$ cat src/rtl/text_console_writer_defines.svh
// Assertion helpers used by the console RTL.
`ifndef TEXT_CONSOLE_WRITER_DEFINES_SVH
`define TEXT_CONSOLE_WRITER_DEFINES_SVH

// Same-cycle implication, checked out of reset.
`define TCW_ASSERT_NOW(label, clk, rst, ante, cons) \
   label: assert property (@(posedge clk) disable iff (rst) (ante) |-> (cons)) \
      else $error("console check failed");

// Next-cycle implication, checked out of reset.
`define TCW_ASSERT_NEXT(label, clk, rst, ante, cons) \
   label: assert property (@(posedge clk) disable iff (rst) (ante) |=> (cons)) \
      else $error("console check failed");

`endif

$ cat src/rtl/tcw_pkg.sv
package tcw_pkg;

   localparam int SCREEN_WIDTH_DEF  = 80;
   localparam int SCREEN_HEIGHT_DEF = 25;

   localparam int FUNC_W     = 2;
   localparam int CHAR_W     = 8;
   localparam int ROW_PORT_W = 5;
   localparam int COL_PORT_W = 7;
   localparam int CELL_W     = 16;
   localparam int COLOUR_W   = 4;
   localparam int CSR_IDX_W  = 2;
   localparam int TAB_STOP   = 8;

   localparam logic [CHAR_W-1:0] CODE_NEWLINE = 8'd10;
   localparam logic [CHAR_W-1:0] CODE_TAB     = 8'd9;
   localparam logic [CHAR_W-1:0] CODE_SPACE   = 8'h20;

   localparam logic [COLOUR_W-1:0] FG_RESET = 4'd7;
   localparam logic [COLOUR_W-1:0] BG_RESET = 4'd0;

   localparam logic [CELL_W-1:0] RESET_BLANK = {BG_RESET, FG_RESET, CODE_SPACE};

   localparam logic [CSR_IDX_W-1:0] CSR_FG_COLOUR = 2'd0;
   localparam logic [CSR_IDX_W-1:0] CSR_BG_COLOUR = 2'd1;

   typedef enum logic [FUNC_W-1:0] {
      FUNC_PUT   = 2'd0,
      FUNC_CLEAR = 2'd1,
      FUNC_READ  = 2'd2
   } func_type;

   // Command to the cursor unit.
   typedef struct packed {
      logic              advance;
      logic              home;
      logic [CHAR_W-1:0] character;
   } cursor_cmd_type;

endpackage

$ cat src/rtl/tcw_cursor.sv
module tcw_cursor import tcw_pkg::*; #(
   parameter int SCREEN_WIDTH  = SCREEN_WIDTH_DEF,
   parameter int SCREEN_HEIGHT = SCREEN_HEIGHT_DEF,
   parameter int ROW_W         = $clog2(SCREEN_HEIGHT),
   parameter int COL_W         = $clog2(SCREEN_WIDTH)
) (
   input  logic             clock,
   input  logic             reset,
   input  cursor_cmd_type   cmd,
   output logic [ROW_W-1:0] row,
   output logic [COL_W-1:0] col,
   output logic [ROW_W-1:0] row_next,
   output logic [COL_W-1:0] col_next,
   output logic             scroll_need
);

   // Wide enough for column + 1 rounded up past the next tab stop.
   localparam int NCOL_W = $clog2(SCREEN_WIDTH + TAB_STOP + 1);

   logic [ROW_W-1:0]  row_ff, row_in;
   logic [COL_W-1:0]  col_ff, col_in;
   logic [NCOL_W-1:0] col_inc, col_tab, col_adv;
   logic              is_tab, is_nl, wrap, last_row;

   always_comb begin
      is_tab   = (cmd.character == CODE_TAB);
      is_nl    = (cmd.character == CODE_NEWLINE);
      col_inc  = NCOL_W'(col_ff) + NCOL_W'(1);
      col_tab  = (col_inc & ~NCOL_W'(TAB_STOP - 1)) + NCOL_W'(TAB_STOP);
      col_adv  = is_tab ? col_tab : col_inc;
      wrap     = (col_adv >= NCOL_W'(SCREEN_WIDTH)) || is_nl;
      last_row = (row_ff == ROW_W'(SCREEN_HEIGHT - 1));

      row_in = row_ff;
      col_in = col_ff;
      priority if (cmd.home) begin
         row_in = '0;
         col_in = '0;
      end else if (cmd.advance) begin
         if (wrap) begin
            col_in = '0;
            // Hold the row on the bottom line; the screen moves instead.
            row_in = last_row ? row_ff : row_ff + ROW_W'(1);
         end else begin
            col_in = COL_W'(col_adv);
         end
      end
   end

   always_ff @(posedge clock) begin
      if (reset) begin
         row_ff <= '0;
         col_ff <= '0;
      end else begin
         row_ff <= row_in;
         col_ff <= col_in;
      end
   end

   assign row         = row_ff;
   assign col         = col_ff;
   assign row_next    = row_in;
   assign col_next    = col_in;
   assign scroll_need = wrap && last_row;

endmodule
$ cat config.mk
export PLATFORM = sky130hd
export DESIGN_NAME = tcw_cursor
export DESIGN_NICKNAME = d
export VERILOG_FILES = /design/src/rtl/text_console_writer_defines.svh /design/src/rtl/tcw_pkg.sv /design/src/rtl/tcw_cursor.sv
export SDC_FILE = /design/constraint.sdc
export NUM_CORES = 1
export LEC_CHECK = 0
export ABC_CLOCK_PERIOD_IN_PS = 6300
export BUFFER_PORTS_ARGS = -buffer_cell sky130_fd_sc_hd__buf_2
export CAP_MARGIN = 20
export CORE_MARGIN = 8
export CORE_UTILIZATION = 45
export CTS_CLUSTER_SIZE = 8
export DETAILED_ROUTE_END_ITERATION = 6
export PLACE_DENSITY = 0.72
export SLEW_MARGIN = 20
export SYNTH_ARGS = -nofsm -noshare
export SYNTH_HDL_FRONTEND = slang
export SYNTH_SLANG_ARGS = --single-unit
$ cat constraint.sdc
create_clock -name clock -period 6.3 [get_ports clock]
set_input_delay 1.575 -clock clock [delete_from_list [all_inputs] [get_ports clock]]
set_output_delay 1.575 -clock clock [all_outputs]
set_load 0.02 [all_outputs]
; Word level (Yosys, flattened, before mapping)
; Index checks and enable logic that the tools add are counted.
[word_totals]
out_inout_bits = 25
reg_bits = 12
[classes]
n_mux = 8
n_lt_le_gt_ge = 1
n_eq_ne = 3
n_reduce_logical = 2
add_sub_neg = 3
[ops]
columns = operator, count
row1 = $mux 7, 4
row2 = $mux 5, 4
row3 = $eq 8x4->1 const B, 2
row4 = $add 7x1->7 const B, 1
row5 = $add 7x4->7 const B, 1
row6 = $ge 7x7->1 const B, 1
row7 = $add 5x1->5 const B, 1
row8 = $eq 5x5->1 const B, 1
row9 = $logic_and 1x1->1, 1
row10 = $logic_or 1x1->1, 1

; Depth between registers and ports, before layout
[depth]
ltp_word = 8
depth_mapped = 11
depth_no_buf = 11

; Worst setup path before layout
; No wires, ideal clock.
[synth_timing]
path_type = input -> output
startpoint = input port cmd[5] (netlist bit)
endpoint = output port row_next[4]
t_arrival_ns = 3.969
slack_ns = 0.756
stages = 7
path_cell_list = or4_4 nor3_2 nand3_1 a311o_2 a21o_4 or4_4 a21oi_1
[synth_between]
elab_chain_len = 7
[synth_lines]
columns = item, line_no
row1 = from (decl), tcw_cursor.sv:9  ; input cursor_cmd_type cmd,
row2 = $eq 8x4->1, tcw_cursor.sv:26  ; is_tab = (cmd.character == CODE_TAB);
row3 = $mux 7, tcw_cursor.sv:30  ; col_adv = is_tab ? col_tab : col_inc;
row4 = $ge 7x7->1, tcw_cursor.sv:31  ; wrap = (col_adv >= NCOL_W'(SCREEN_WIDTH)) || is_nl;
row5 = $logic_or 1x1->1 *, tcw_cursor.sv:31
row6 = $mux 5 *, tcw_cursor.sv:40  ; if (wrap) begin
row7 = $mux 5 *, tcw_cursor.sv:39  ; end else if (cmd.advance) begin
row8 = $mux 5 *, tcw_cursor.sv:36  ; priority if (cmd.home) begin
row9 = to (decl), tcw_cursor.sv:12  ; output logic [ROW_W-1:0] row_next,
; Mark *: on every way between the ends. The rest lies on a longest branch, timed or not.

; Worst setup path in the final report
; Same ends and word-level chain as after synthesis.

==> impl_results.md <==
- Largest net degree at the start of global routing: 14
- Relative slew slack: 67.5%
- Min-delay src: row[4]
- R2r startpoint: col[0]
- IR drop worst, VDD: ~170 uV
- F_max: 0.176 GHz
- Worst Path Buf+Inv: 2
- Cell leakage power: 0.533 nW
- Gr usage total: 14.0%
- Worst hold-check path type: reg2reg
- Placer Congestion: 0.969
- Worst hold endpoint: row[4]
- Clock skew: roughly 4.2 ps
- GR Overflow Total: 0
- Slew Limit Fails: 0
- Post-Syn Instances: 133
- Largest stage delay, worst path: 550 ps
- Sink Count: 12
- Total negative setup slack: 0 ps
- Yosys reg bits: 12
- Yosys warning total: 0
- First-pass GRT wire length: 4690 um
- Reg-to-reg setup timing slack: 2980 ps
- Area leader, netlist: dfxtp_1
- Via Count: 1107
- Final Hold Vio Count: 0
- CP delay by family, top: simple AND/OR/NAND/NOR gates
- Most used flip-flop cell after synthesis: dfxtp_1
- Clock Latency Late Sink: 270 ps
- Unrepaired setup endpoints after global routing: false
- Die height: just over 60 um
- Endpoints failing setup: 0
- CTS tree: done
- Async SR Flop Fraction: 0%
- Worst Tran Pin Value: 483 ps
- Mapped Nets: about 150
- Met2 track demand over resource: 24.6%
- Core Util, Final: 60.1%
- Netlist cell types: ~40
- Top-area cell type share of the netlist area: between 20% and 30%
- Reg2reg end: col[6]
- Slowest CP cell: or4_4
- Starting Density: 48.2%
- Total of max-cap violations: 0
- Met1 Track Usage GR: 15.3%
- Layout cells sized above 1: 31.2%
- Type of origin of the critical path: input port
- Worst Path Class, Setup: in2out
- Status: completed
- HPWL Detailed: 2280 um
- Syn Area/Cell: 7.25 um^2
- WP depth: 9
- Setup crit start: cmd[5]
- Initial drt markers: 23
- Routed Antenna Nets: 0
- H-tree lvl count: 1
- Number of clock buffers inserted by TritonCTS: 3
- Area of the mapped netlist: about 960 um^2
- Clock Path Buffers: 2
- CTS Hold Bufs: 0
- Seq/Total Area, Yosys: 24.9%
- Worst setup EP type: output pin
- Vias in the first global route: 1055
- Fillers: 200
- Final WL: about 2800 um
- Worst Hold Depth: 2
- Pre-antenna DRT Iters: 6
- Ant diodes: 0
- Period minus WS final: 5670 ps
- Met3 usage: under 10%
- Worst-path maximum fanout: 10
- Die area: about 3900 um^2
- Root buffer selected by CTS: clkbuf_4
- Chip Width: 62.3 um
- Drc violations: 0
- Gates resized, CTS repair: 0
- Post-Place Cell Area: about 1200 um^2
- Tcrit/Tclk final: between 90% and 100%
- P&R area growth vs syn: 24.8%
- Average routed wire per standard cell: roughly 14 um
- Vias per cell: 5.62
- Input/output buffers: 36
- Core area: 2000 um^2
- Antenna violations before repair: 0
- Post-CTS setup buffer count: 0
- Power density over the cells: approximately 130 nW/um^2
- WHS: about 570 ps
- FF-to-FF path depth: 11
- Nets: 187
- Clk slew on worst S/H paths: approximately 70 ps
- Num rows: 16
- CP required: around 4700 ps
- Ranking of synthesized cells by area: dfxtp_1, a21oi_1, nor2_1
- GRT busiest layer: met2
- WP data arrival: a little over 4000 ps
- EDFF count, synth: 0
- Critical-path cell list: buf_2 > or4_4 > nor3_2 > nand3_1 > a311o_2 > a21o_4 > or4_4 > a21oi_1 > buf_2
- Final Cell Area: roughly 1200 um^2
- # IOs: 37
==> kinds of logic after synthesis <==
family	count (synthesis)	synth area share [%]
DFF	12	24.9
and+or+nand+nor	67	38.1
AOI/OAI and AO/OA	38	25.5
adders and majority gates	4	5.19
xor gates and xnor gates	3	2.72
buffers and inverters	9	3.50
==> metal layers <==
metal	share of wire, %	vias to the layer above	wire length [um]
met1	43	503	1210
met5	0	-	0
met4	0.50	0	14
met2	49	34	1390
li1	-	566	-
met3	7.7	4	218
==> sequential cells by signal (all words and copies together) (netlist names) <==
register / flops
row: 5
col: 7
==> metrics by stage <==
step	cells	setup slack [ps]	power (mW)
final	197	626	0.152
after global routing	197	507	0.158
after CTS	197	631	0.153
after detailed placement	193	632	0.0935
after global placement	193	672	0.0929
after floorplan	133	756	0.0873
==> worst max-delay path by stage <==
stage	to	slack, ps
floorplan	row_next[4]	760
global placement	row_next[4]	670
detailed placement	row_next[4]	630
CTS	row_next[4]	630
global route	row_next[4]	510
finish	row_next[4]	630
==> worst min-delay path, delay by kind of cell (launching register included) <==
kind           cells  cell delay, ps
flip-flops         1             350
AO/OA/AOI/OAI      2             170
==> report_power, final <==
part | switching (mW) | internal [mW] | leakage (nW)
registers | 0.000656 | 0.0762 | 0.0968
clock network | 0.0253 | 0.0351 | 0.0210
logic | 0.00932 | 0.00547 | 0.415
==> area by class of cell <==
type,count,area (um^2),share of cell area [%]
Multi-Input combinational cell,112,691,57.4
Sequential cell,12,240,20.0
Timing Repair Buffer,36,180,15.0
Clock buffer,4,36.3,3.01
Tap cell,27,33.8,2.81
Inverter,6,22.5,1.87
==> Yosys cell counts, drive strengths merged, types with 2 or more instances <==
| cell type | count |
|---|---|
| nor2b | 4 |
| clkbuf | 3 |
| nand3 | 8 |
| a211oi | 2 |
| a22oi | 2 |
| nor4 | 3 |
| inv | 5 |
| or2 | 2 |
| ha | 4 |
| nand2b | 3 |
| xor2 | 2 |
| nand2 | 9 |
| or3 | 4 |
| a21oi | 15 |
| or4 | 3 |
| nor3 | 5 |
| o21ai | 7 |
| o31ai | 2 |
| o21a | 2 |
| nor2 | 20 |
| dfxtp | 12 |
==> cell usage in the layout, fill, tap and decap left out, types with 3 or more instances in the layout <==
cell type,Yosys,routed
inv_1,5,5
nand2_1,9,9
dfxtp_1,12,12
nor4_1,3,3
nor2b_1,4,4
a21oi_1,15,15
buf_2,0,36
nand2b_1,3,3
o21ai_0,7,7
nor3_1,4,4
nand3_1,8,8
clkbuf_4,0,3
ha_1,4,4
nor2_1,20,20
Power figures use the tool's default switching activity.
